### src/rtl/bpfa_pkg.sv
package bpfa_pkg;

    // page geometry
    localparam int PAGE_TOTAL     = 4096;
    localparam int RESERVED_PAGES = 1024;
    localparam int PAGE_BYTES     = 'h1000;

    // field widths
    localparam int PAGE_W  = 12;
    localparam int COUNT_W = 13;

    // used map layout, one bit per page, packed into words
    localparam int WORD_W    = 32;
    localparam int BIT_W     = $clog2(WORD_W);
    localparam int MAP_WORDS = (PAGE_TOTAL + WORD_W - 1) / WORD_W;
    localparam int WADDR_W   = $clog2(MAP_WORDS);
    localparam int RES_LIM   = (RESERVED_PAGES > PAGE_TOTAL) ? PAGE_TOTAL : RESERVED_PAGES;

    localparam logic [COUNT_W-1:0] COUNT_MAX = COUNT_W'(PAGE_TOTAL);
    localparam logic [PAGE_W-1:0]  LAST_PAGE = PAGE_W'(PAGE_TOTAL - 1);

    typedef enum logic
    {
        FUNC_ALLOC = 1'b0,
        FUNC_FREE  = 1'b1
    } func_t;

    // outcome of looking at one map word during a first-fit search
    typedef struct packed
    {
        logic               found;
        logic [PAGE_W-1:0]  start;
        logic [COUNT_W-1:0] run;
        logic [PAGE_W-1:0]  run_start;
    } scan_t;

    // contents of map word w right after reset
    function automatic logic [WORD_W-1:0] reset_word(logic [WADDR_W-1:0] w);
        int base;
        logic [WORD_W-1:0] val;
        base = int'(w) * WORD_W;
        if (base + WORD_W <= RES_LIM)
        begin
            val = '1;
        end
        else if (base >= RES_LIM)
        begin
            val = '0;
        end
        else
        begin
            val = {WORD_W{1'b1}} >> (WORD_W - (RES_LIM - base));
        end
        return val;
    endfunction

endpackage

### src/rtl/bpfa_req_if.sv
interface bpfa_req_if;
    import bpfa_pkg::*;

    logic               valid;
    logic               ready;
    logic               func;
    logic [COUNT_W-1:0] page_count;
    logic [PAGE_W-1:0]  first_page;

    modport source (output valid, output func, output page_count, output first_page,
                    input ready);
    modport sink   (input valid, input func, input page_count, input first_page,
                    output ready);
endinterface

### src/rtl/bpfa_rsp_if.sv
interface bpfa_rsp_if;
    import bpfa_pkg::*;

    logic              valid;
    logic              ready;
    logic              ok;
    logic [PAGE_W-1:0] start_page;

    modport source (output valid, output ok, output start_page, input ready);
    modport sink   (input valid, input ok, input start_page, output ready);
endinterface

### src/rtl/bitmap_page_frame_allocator_core.sv
// first-fit page frame allocator over a used bitmap of 4096 pages (4 KiB each),
// held 32 pages to a word in a 128-word single-port-read/single-port-write RAM.
// after reset the block writes the initial map (pages below the reserved count
// marked used) and keeps req.ready low meanwhile. it takes one request at a
// time: an allocate walks the map one word per cycle from word 0 until it finds
// the first run of page_count free pages, then read-modify-writes every word the
// run touches, one word per cycle; a free does the same read-modify-write over
// the words from first_page to the end of its range. every request yields
// exactly one response beat; a failed allocate (count 0, count above 4096, or
// no run long enough) returns ok = 0 and start_page = 0, a free always returns
// ok = 1.
module bitmap_page_frame_allocator_core (
    input  logic       clk,
    input  logic       rst_n,
    bpfa_req_if.sink   req,
    bpfa_rsp_if.source rsp
);
    import bpfa_pkg::*;

    typedef enum logic [2:0]
    {
        ST_INIT,
        ST_IDLE,
        ST_SCAN,
        ST_MARK,
        ST_RESP
    } state_t;

    state_t state_reg, state_next;

    logic [WADDR_W-1:0] init_reg, init_next;
    logic               func_reg, func_next;
    logic [COUNT_W-1:0] count_reg, count_next;
    logic [WADDR_W:0]   iss_reg, iss_next;
    logic [WADDR_W-1:0] last_reg, last_next;
    logic               ev_valid_reg, ev_valid_next;
    logic [WADDR_W-1:0] ev_word_reg, ev_word_next;
    logic [PAGE_W-1:0]  lo_reg, lo_next;
    logic [PAGE_W-1:0]  hi_reg, hi_next;
    logic [COUNT_W-1:0] run_reg, run_next;
    logic [PAGE_W-1:0]  run_start_reg, run_start_next;
    logic               res_ok_reg, res_ok_next;
    logic [PAGE_W-1:0]  res_start_reg, res_start_next;
    logic               rsp_valid_reg, rsp_valid_next;
    logic               rsp_ok_reg, rsp_ok_next;
    logic [PAGE_W-1:0]  rsp_start_reg, rsp_start_next;

    // map memory ports
    logic               ram_we;
    logic [WADDR_W-1:0] ram_waddr;
    logic [WORD_W-1:0]  ram_wdata;
    logic [WADDR_W-1:0] ram_raddr;
    logic [WORD_W-1:0]  ram_rdata;

    scan_t              scan;
    logic [COUNT_W:0]   free_end;
    logic [PAGE_W-1:0]  free_hi;
    logic [COUNT_W-1:0] alloc_end;
    logic [WORD_W-1:0]  lo_mask;
    logic [WORD_W-1:0]  hi_mask;
    logic [WORD_W-1:0]  range_mask;

    bpfa_ram #(
        .WIDTH (WORD_W),
        .DEPTH (MAP_WORDS)
    ) u_map (
        .clk   (clk),
        .we    (ram_we),
        .waddr (ram_waddr),
        .wdata (ram_wdata),
        .raddr (ram_raddr),
        .rdata (ram_rdata)
    );

    // first-fit evaluation of the word that just came out of the RAM
    bpfa_scan u_scan (
        .word         (ram_rdata),
        .word_idx     (ev_word_reg),
        .count        (count_reg),
        .run_in       (run_reg),
        .run_start_in (run_start_reg),
        .res          (scan)
    );

    assign req.ready      = (state_reg == ST_IDLE);
    assign rsp.valid      = rsp_valid_reg;
    assign rsp.ok         = rsp_ok_reg;
    assign rsp.start_page = rsp_start_reg;

    always_comb
    begin
        // last page of a free, clipped to the end of the map
        free_end = {2'b00, req.first_page} + {1'b0, req.page_count} - (COUNT_W+1)'(1);
        free_hi  = (free_end > (COUNT_W+1)'(LAST_PAGE)) ? LAST_PAGE
                                                         : free_end[PAGE_W-1:0];
        alloc_end = {1'b0, scan.start} + count_reg - COUNT_W'(1);

        // pages of the current word that fall inside [lo, hi]
        lo_mask = (ev_word_reg == lo_reg[PAGE_W-1:BIT_W])
                  ? ({WORD_W{1'b1}} << lo_reg[BIT_W-1:0]) : '1;
        hi_mask = (ev_word_reg == hi_reg[PAGE_W-1:BIT_W])
                  ? ({WORD_W{1'b1}} >> (BIT_W'(WORD_W - 1) - hi_reg[BIT_W-1:0])) : '1;
        range_mask = lo_mask & hi_mask;
    end

    always_comb
    begin
        state_next     = state_reg;
        init_next      = init_reg;
        func_next      = func_reg;
        count_next     = count_reg;
        iss_next       = iss_reg;
        last_next      = last_reg;
        ev_valid_next  = ev_valid_reg;
        ev_word_next   = ev_word_reg;
        lo_next        = lo_reg;
        hi_next        = hi_reg;
        run_next       = run_reg;
        run_start_next = run_start_reg;
        res_ok_next    = res_ok_reg;
        res_start_next = res_start_reg;
        rsp_valid_next = rsp_valid_reg;
        rsp_ok_next    = rsp_ok_reg;
        rsp_start_next = rsp_start_reg;

        ram_we    = 1'b0;
        ram_waddr = ev_word_reg;
        ram_wdata = (func_reg == FUNC_FREE) ? (ram_rdata & ~range_mask)
                                            : (ram_rdata | range_mask);
        ram_raddr = iss_reg[WADDR_W-1:0];

        // response beat taken
        if (rsp.ready)
        begin
            rsp_valid_next = 1'b0;
        end

        unique case (state_reg)
            ST_INIT:
            begin
                // one word of the initial map per cycle
                ram_we    = 1'b1;
                ram_waddr = init_reg;
                ram_wdata = reset_word(init_reg);
                init_next = init_reg + WADDR_W'(1);
                if (init_reg == WADDR_W'(MAP_WORDS - 1))
                begin
                    state_next = ST_IDLE;
                end
            end

            ST_IDLE:
            begin
                if (req.valid)
                begin
                    func_next      = req.func;
                    count_next     = req.page_count;
                    res_start_next = '0;
                    ev_valid_next  = 1'b0;
                    if (req.func == FUNC_FREE)
                    begin
                        res_ok_next = 1'b1;
                        if (req.page_count == '0)
                        begin
                            state_next = ST_RESP;
                        end
                        else
                        begin
                            lo_next    = req.first_page;
                            hi_next    = free_hi;
                            iss_next   = {1'b0, req.first_page[PAGE_W-1:BIT_W]};
                            last_next  = free_hi[PAGE_W-1:BIT_W];
                            state_next = ST_MARK;
                        end
                    end
                    else
                    begin
                        res_ok_next = 1'b0;
                        if ((req.page_count == '0) || (req.page_count > COUNT_MAX))
                        begin
                            state_next = ST_RESP;
                        end
                        else
                        begin
                            iss_next       = '0;
                            run_next       = '0;
                            run_start_next = '0;
                            state_next     = ST_SCAN;
                        end
                    end
                end
            end

            ST_SCAN:
            begin
                // read one word ahead of the one being evaluated
                ev_valid_next = (iss_reg < (WADDR_W+1)'(MAP_WORDS));
                ev_word_next  = iss_reg[WADDR_W-1:0];
                if (iss_reg < (WADDR_W+1)'(MAP_WORDS))
                begin
                    iss_next = iss_reg + (WADDR_W+1)'(1);
                end
                if (ev_valid_reg)
                begin
                    if (scan.found)
                    begin
                        res_ok_next    = 1'b1;
                        res_start_next = scan.start;
                        lo_next        = scan.start;
                        hi_next        = alloc_end[PAGE_W-1:0];
                        iss_next       = {1'b0, scan.start[PAGE_W-1:BIT_W]};
                        last_next      = alloc_end[PAGE_W-1:BIT_W];
                        ev_valid_next  = 1'b0;
                        state_next     = ST_MARK;
                    end
                    else
                    begin
                        run_next       = scan.run;
                        run_start_next = scan.run_start;
                        if (ev_word_reg == WADDR_W'(MAP_WORDS - 1))
                        begin
                            // whole map seen, no run long enough
                            ev_valid_next = 1'b0;
                            state_next    = ST_RESP;
                        end
                    end
                end
            end

            ST_MARK:
            begin
                // read word n+1 while writing back word n
                if (iss_reg <= {1'b0, last_reg})
                begin
                    ev_valid_next = 1'b1;
                    ev_word_next  = iss_reg[WADDR_W-1:0];
                    iss_next      = iss_reg + (WADDR_W+1)'(1);
                end
                else
                begin
                    ev_valid_next = 1'b0;
                end
                if (ev_valid_reg)
                begin
                    ram_we = 1'b1;
                    if (ev_word_reg == last_reg)
                    begin
                        ev_valid_next = 1'b0;
                        state_next    = ST_RESP;
                    end
                end
            end

            ST_RESP:
            begin
                if (!rsp_valid_reg || rsp.ready)
                begin
                    rsp_valid_next = 1'b1;
                    rsp_ok_next    = res_ok_reg;
                    rsp_start_next = res_start_reg;
                    state_next     = ST_IDLE;
                end
            end

            default:
            begin
                state_next = ST_INIT;
            end
        endcase
    end

    always_ff @(posedge clk or negedge rst_n)
    begin
        if (!rst_n)
        begin
            state_reg     <= ST_INIT;
            init_reg      <= '0;
            func_reg      <= 1'b0;
            count_reg     <= '0;
            iss_reg       <= '0;
            last_reg      <= '0;
            ev_valid_reg  <= 1'b0;
            ev_word_reg   <= '0;
            lo_reg        <= '0;
            hi_reg        <= '0;
            run_reg       <= '0;
            run_start_reg <= '0;
            res_ok_reg    <= 1'b0;
            res_start_reg <= '0;
            rsp_valid_reg <= 1'b0;
            rsp_ok_reg    <= 1'b0;
            rsp_start_reg <= '0;
        end
        else
        begin
            state_reg     <= state_next;
            init_reg      <= init_next;
            func_reg      <= func_next;
            count_reg     <= count_next;
            iss_reg       <= iss_next;
            last_reg      <= last_next;
            ev_valid_reg  <= ev_valid_next;
            ev_word_reg   <= ev_word_next;
            lo_reg        <= lo_next;
            hi_reg        <= hi_next;
            run_reg       <= run_next;
            run_start_reg <= run_start_next;
            res_ok_reg    <= res_ok_next;
            res_start_reg <= res_start_next;
            rsp_valid_reg <= rsp_valid_next;
            rsp_ok_reg    <= rsp_ok_next;
            rsp_start_reg <= rsp_start_next;
        end
    end

endmodule

### src/rtl/bpfa_ram.sv
module bpfa_ram #(
    parameter int WIDTH = 32,
    parameter int DEPTH = 128
) (
    input  logic                     clk,
    input  logic                     we,
    input  logic [$clog2(DEPTH)-1:0] waddr,
    input  logic [WIDTH-1:0]         wdata,
    input  logic [$clog2(DEPTH)-1:0] raddr,
    output logic [WIDTH-1:0]         rdata
);

    logic [WIDTH-1:0] mem [DEPTH];
    logic [WIDTH-1:0] rdata_reg;

    always_ff @(posedge clk)
    begin
        if (we)
        begin
            mem[waddr] <= wdata;
        end
        rdata_reg <= mem[raddr];
    end

    assign rdata = rdata_reg;

endmodule

### src/rtl/bpfa_scan.sv
module bpfa_scan (
    input  logic [bpfa_pkg::WORD_W-1:0]  word,
    input  logic [bpfa_pkg::WADDR_W-1:0] word_idx,
    input  logic [bpfa_pkg::COUNT_W-1:0] count,
    input  logic [bpfa_pkg::COUNT_W-1:0] run_in,
    input  logic [bpfa_pkg::PAGE_W-1:0]  run_start_in,
    output bpfa_pkg::scan_t              res
);
    import bpfa_pkg::*;

    logic [WORD_W-1:0]  free_bits;
    logic [BIT_W:0]     tz;
    logic [BIT_W:0]     lf;
    logic [WORD_W-1:0]  span [BIT_W];
    logic [WORD_W-1:0]  fit;
    logic [BIT_W-1:0]   pos;
    logic [BIT_W-1:0]   sh;
    logic [COUNT_W:0]   reach;
    logic [PAGE_W-1:0]  base;
    logic [BIT_W:0]     top_off;
    logic               short_req;

    always_comb
    begin
        free_bits = ~word;
        base      = {word_idx, {BIT_W{1'b0}}};
        short_req = (count < COUNT_W'(WORD_W));

        // free pages at the low end of the word
        tz = (BIT_W+1)'(WORD_W);
        for (int i = WORD_W - 1; i >= 0; i--)
        begin
            if (!free_bits[i])
            begin
                tz = (BIT_W+1)'(i);
            end
        end

        // free pages at the high end of the word
        lf = (BIT_W+1)'(WORD_W);
        for (int i = 0; i < WORD_W; i++)
        begin
            if (!free_bits[i])
            begin
                lf = (BIT_W+1)'(WORD_W - 1 - i);
            end
        end

        // span[k] bit i: pages i .. i+2^k-1 all free
        span[0] = free_bits;
        for (int k = 1; k < BIT_W; k++)
        begin
            span[k] = span[k-1] & (span[k-1] >> (1 << (k - 1)));
        end

        // compose a run of exactly count from the binary digits of count
        fit = '1;
        for (int k = 0; k < BIT_W; k++)
        begin
            sh = count[BIT_W-1:0] & BIT_W'((1 << k) - 1);
            if (count[k])
            begin
                fit = fit & (span[k] >> sh);
            end
        end

        pos = '0;
        for (int i = WORD_W - 1; i >= 0; i--)
        begin
            if (fit[i])
            begin
                pos = BIT_W'(i);
            end
        end

        reach   = {1'b0, run_in} + (COUNT_W+1)'(tz);
        top_off = (BIT_W+1)'(WORD_W) - lf;

        res.found     = 1'b0;
        res.start     = '0;
        res.run       = '0;
        res.run_start = base;

        if (reach >= {1'b0, count})
        begin
            // run carried from lower words (or starting here) completes
            res.found = 1'b1;
            res.start = (run_in == '0) ? base : run_start_in;
        end
        else if (short_req && (fit != '0))
        begin
            res.found = 1'b1;
            res.start = base | PAGE_W'(pos);
        end
        else if (tz == (BIT_W+1)'(WORD_W))
        begin
            res.run       = reach[COUNT_W-1:0];
            res.run_start = (run_in == '0) ? base : run_start_in;
        end
        else
        begin
            res.run       = COUNT_W'(lf);
            res.run_start = base | PAGE_W'(top_off[BIT_W-1:0]);
        end
    end

endmodule

### src/flat_wrapper.sv
// flat-port wrapper written by rule: the top's interface ports become plain ports
module bitmap_page_frame_allocator_core_flat import bpfa_pkg::*;
  (clk, rst_n, req_valid, req_func, req_page_count, req_first_page, req_ready, rsp_valid, rsp_ok, rsp_start_page, rsp_ready);
  bpfa_req_if req_i ();
  bpfa_rsp_if rsp_i ();
  input  logic clk;
  input  logic rst_n;
  input wire logic [$bits(req_i.valid)-1:0] req_valid;
  input wire logic [$bits(req_i.func)-1:0] req_func;
  input wire logic [$bits(req_i.page_count)-1:0] req_page_count;
  input wire logic [$bits(req_i.first_page)-1:0] req_first_page;
  output wire logic [$bits(req_i.ready)-1:0] req_ready;
  output wire logic [$bits(rsp_i.valid)-1:0] rsp_valid;
  output wire logic [$bits(rsp_i.ok)-1:0] rsp_ok;
  output wire logic [$bits(rsp_i.start_page)-1:0] rsp_start_page;
  input wire logic [$bits(rsp_i.ready)-1:0] rsp_ready;
  assign req_i.valid = req_valid;
  assign req_i.func = req_func;
  assign req_i.page_count = req_page_count;
  assign req_i.first_page = req_first_page;
  assign req_ready = req_i.ready;
  assign rsp_valid = rsp_i.valid;
  assign rsp_ok = rsp_i.ok;
  assign rsp_start_page = rsp_i.start_page;
  assign rsp_i.ready = rsp_ready;
  bitmap_page_frame_allocator_core u_core (.clk(clk), .rst_n(rst_n), .req(req_i), .rsp(rsp_i));
endmodule
### config.mk
export PLATFORM = sky130hd
export DESIGN_NAME = bitmap_page_frame_allocator_core_flat
export DESIGN_NICKNAME = d
export VERILOG_FILES = /design/src/rtl/bpfa_pkg.sv /design/src/rtl/bpfa_req_if.sv /design/src/rtl/bpfa_rsp_if.sv /design/src/rtl/bitmap_page_frame_allocator_core.sv /design/src/rtl/bpfa_ram.sv /design/src/rtl/bpfa_scan.sv /design/src/flat_wrapper.sv
export SDC_FILE = /design/constraint.sdc
export NUM_CORES = 2
export LEC_CHECK = 0
export BUFFER_PORTS_ARGS = -buffer_cell sky130_fd_sc_hd__buf_2
export CORE_ASPECT_RATIO = 0.9
export CORE_UTILIZATION = 25
export CTS_CLUSTER_DIAMETER = 60
export CTS_CLUSTER_SIZE = 16
export DETAILED_ROUTE_END_ITERATION = 12
export RECOVER_POWER = 25
export SKIP_LAST_GASP = 1
export SLEW_MARGIN = 30
export SYNTH_ARGS = -nofsm -noshare
export SYNTH_HDL_FRONTEND = slang
export SYNTH_SLANG_ARGS = --single-unit
### constraint.sdc
create_clock -name clk -period 11.4 [get_ports clk]
set_input_delay 2.28 -clock clk [delete_from_list [all_inputs] [get_ports clk]]
set_output_delay 2.28 -clock clk [all_outputs]
set_load 0.01 [all_outputs]
==> reports/results.tsv <==
stage	metric	value	unit
route	initial DRC count	12700	
final_layout	fin cells	18600	
worst_setup_path	Critical R2R Launch	u_core.u_map.rdata[30]$_DFF_P_	
clocking	hold_buf cts	0	
yosys	Post-synth ARST share	2.73	%
yosys	Synth Flop Type	edfxtp_1	
worst_setup_path	reg2reg setup slack	1190	ps
yosys	Mapped Cells	9041	
clocking	clk buf depth	4	
yosys	largest area contributor in the netlist	edfxtp_1	
power_and_ir_drop	Cell Pwr Density	151	mW/mm^2
route	Detailed Routing Iterations Pass 1	6	
final_layout	layout cells sized above 1	22.2	%
die	Core Box Area	0.684	mm^2
run_status	failing checks	capacitance limit, slew limit	
route	ANT nets after route	0	
route	via density per instance	5.03	
sta	final hold vios	0	
global_route	grt ovf	0	
worst_setup_path	Worst setup startpoint	u_core.u_map.rdata[30]$_DFF_P_	
worst_setup_path	Worst Path Max Fanout	10	
global_route	Global Route Usage Sum	14.2	%
sta	Setup TNS	0	ps
clocking	clk sinks	4244	
yosys	Synth Net Count	9152	
placed_design	placed cells	18000	
die	row cnt	288	
placed_design	PortBufs	44	
final_layout	number of flip-flops in the largest register	4096	
route	Routed WL	514000	um
global_route	vias in the first global route	89800	
global_route	first-pass GRT wire length	715000	um
die	IO Pins	45	
sta	post-route clock period utilization	89.6	%
sta	clk_skew	99.6	ps
sta	Worst Tran Pin Value	3490	ps
final_layout	# fillers	66800	
placed_design	Placer Congestion	0.904	
worst_setup_path	CP Launch Type	flip-flop	
global_route	largest net degree at the start of global routing	129	
flow_run	Max Cap Viol	76	
route	total number of vias	93600	
worst_setup_path	Critical Path Sink	u_core.hi_reg[11]$_DFFE_PN0P_	
die	Vert. Die Dim	788	um
die	starting density of the core	25.1	%
clocking	cts bufs inserted	365	
sta	Slew Viols, Final	2253	
worst_setup_path	r2r endpoint	u_core.hi_reg[11]$_DFFE_PN0P_	
global_route	routing usage on met1	20.3	%
yosys	Synth Warn #	0	
route	drt wl/cell	27.6	um
worst_setup_path	WP buf/inv	4	
final_layout	synth-to-layout area growth	15.0	%
clocking	H-Tree Depth	5	
yosys	share of the synthesized area in the top cell type	71.7	%
final_layout	most frequent cells in the layout	edfxtp_1, mux4_2, mux2i_1, clkbuf_16, nand2_1	
worst_hold_path	Hold WC Path Type	reg2reg	
sta	Rel. slew slack	-133	%
global_route	grt met3 use	3.19	%
worst_setup_path	Worst EP required	12140	ps
die	Die ar.	0.690	mm^2
run_status	outcome	complete, but fails checks	
global_route	met2 Use GR	21.6	%
sta	Max Fclk	0.0979	GHz
yosys	cell area after synthesis	0.172	mm^2
worst_setup_path	arrival time worst endpoint	10960	ps
sta	setup violators final	0	
yosys	Cell variety after synth	105	
final_layout	# nets final	9341	
worst_setup_path	r2r worst-path depth	47	
power_and_ir_drop	Leak Pwr	55.4	nW
yosys	#FFs+latches synth	4244	
sta	RSZ-0062 raised after global routing	false	
global_route	initial antenna violation count	39	
placed_design	HPWL after detailed placement	294000	um
worst_setup_path	crit path capture type	flip-flop	
worst_setup_path	CP Depth	47	
worst_setup_path	WS Path Type	reg2reg	
clocking	clock-pin slew on the worst setup and hold paths	60	ps
worst_setup_path	Worst path max stage delay	670	ps
clocking	Root Buffer	clkbuf_16	
global_route	grt peak-use layer	met2	
sta	minimum clock period	10210	ps
yosys	Post-synth EDFFs	4096	
worst_setup_path	Worst path slowest cell	a2111oi_0	
power_and_ir_drop	Max VDD drop	0.124	mV
clocking	Skew-Pair Late Insertion Delay	990	ps
die	die width	875	um
clocking	Setup Fix Bufs, Post-CTS	0	
yosys	sequential element share of the synthesized area	73.7	%
yosys	Syn Area/Cell	19.0	um^2
clocking	CTS tree	yes	
worst_setup_path	delay-heaviest family, CP	compound AO/OA/AOI/OAI gates	
route	DRC	0	
final_layout	commonest non-fill, non-tap cell in the layout	edfxtp_1	
yosys	synth top area cells	edfxtp_1, mux4_2, mux2i_1	
clocking	post-CTS resize count	0	
==> worst reg2reg max path, delay by kind of cell (launching register included) <==
family / cells / cell delay (ps)
AO/OA/AOI/OAI: 25 / 5540
XOR/XNOR: 3 / 550
adder cells (fa/ha/maj): 6 / 1620
buffers and inverters: 4 / 330
flip-flops: 1 / 500
AND/OR/NAND/NOR: 9 / 1470
==> cells by family (layout without fill, tap and decap cells) <==
logic type / Yosys count / after routing / synth area share [%]
simple gates: 1180 / 1180 / 3.22
buf+inv: 721 / 1158 / 1.66
other cells: 0 / 10 / 0
mux: 1401 / 1401 / 15.0
flops: 4244 / 4244 / 73.7
xor+xnor: 63 / 63 / 0.322
fa+ha+maj: 81 / 81 / 0.604
compound gates: 1351 / 1351 / 5.42
==> Yosys cell counts (all sizes together), types with 20 or more instances <==
library cell,number
mux2,50
mux2i,415
ha,78
nand4,29
or3,21
o31ai,50
xnor2,40
or2,23
a311oi,21
o21ai,254
o22ai,123
xor2,23
and2,49
mux4,936
dfrtp,116
nor2,396
nor3,66
nand2b,25
nand2,347
a21o,25
a21oi,276
clkbuf,349
nor4,46
a31oi,50
edfxtp,4096
buf,234
dfxtp,32
o221ai,196
a311o,20
a2111oi,36
o311ai,24
inv,137
a211oi,76
nand3,94
==> final cells by class <==
type | instances | area, um^2 | area share, %
antenna | 10 | 25.0 | 0.0127
inverter | 138 | 536 | 0.271
clock inverter | 207 | 2580 | 1.31
sequential | 4244 | 127000 | 64.1
tap | 9135 | 11400 | 5.79
clock buffer | 408 | 9490 | 4.81
multi-input combinational | 4076 | 43600 | 22.1
timing repair buffer | 405 | 3160 | 1.60
==> report_power, final <==
part           switching (mW)  internal, mW  total, mW
logic                   0.126        0.0380      0.164
clock network            5.86          6.95       12.8
registers             0.00438          16.9       16.9
==> stage by stage <==
stage               util, %  instance area, um^2  power, mW  hold WS [ps]  setup WS (ps)
floorplan                 -               172000       17.3           444           3140
global placement       27.1               185000       17.4           480           1370
detailed placement     27.2               186000       17.4           480           1560
CTS                    28.9               198000       30.0           504           1440
global route           28.9               197000       30.6           517            318
finish                 28.9               197000       29.9           494           1190
==> layer usage <==
layer,vias up,part of all wire (%)
li1,37800,-
met1,50000,42
met2,5023,44
met3,823,10
met4,14,3.6
met5,-,0.019
==> worst min path at each step <==
stage | from | cells after the start | end
final | u_core.res_start_reg[6]$_DFFE_PN0P_ | 1 | u_core.res_start_reg[6]$_DFFE_PN0P_
after global routing | u_core.res_start_reg[4]$_DFFE_PN0P_ | 1 | u_core.rsp.start_page[4]$_DFFE_PN0P_
after CTS | u_core.rsp.start_page[6]$_DFFE_PN0P_ | 1 | u_core.rsp.start_page[6]$_DFFE_PN0P_
after detailed placement | u_core.run_start_reg[6]$_DFFE_PN0P_ | 1 | u_core.run_start_reg[6]$_DFFE_PN0P_
after global placement | u_core.run_start_reg[6]$_DFFE_PN0P_ | 1 | u_core.run_start_reg[6]$_DFFE_PN0P_
after floorplan | u_core.res_start_reg[6]$_DFFE_PN0P_ | 1 | u_core.res_start_reg[6]$_DFFE_PN0P_
Power figures use the tool's default switching activity.
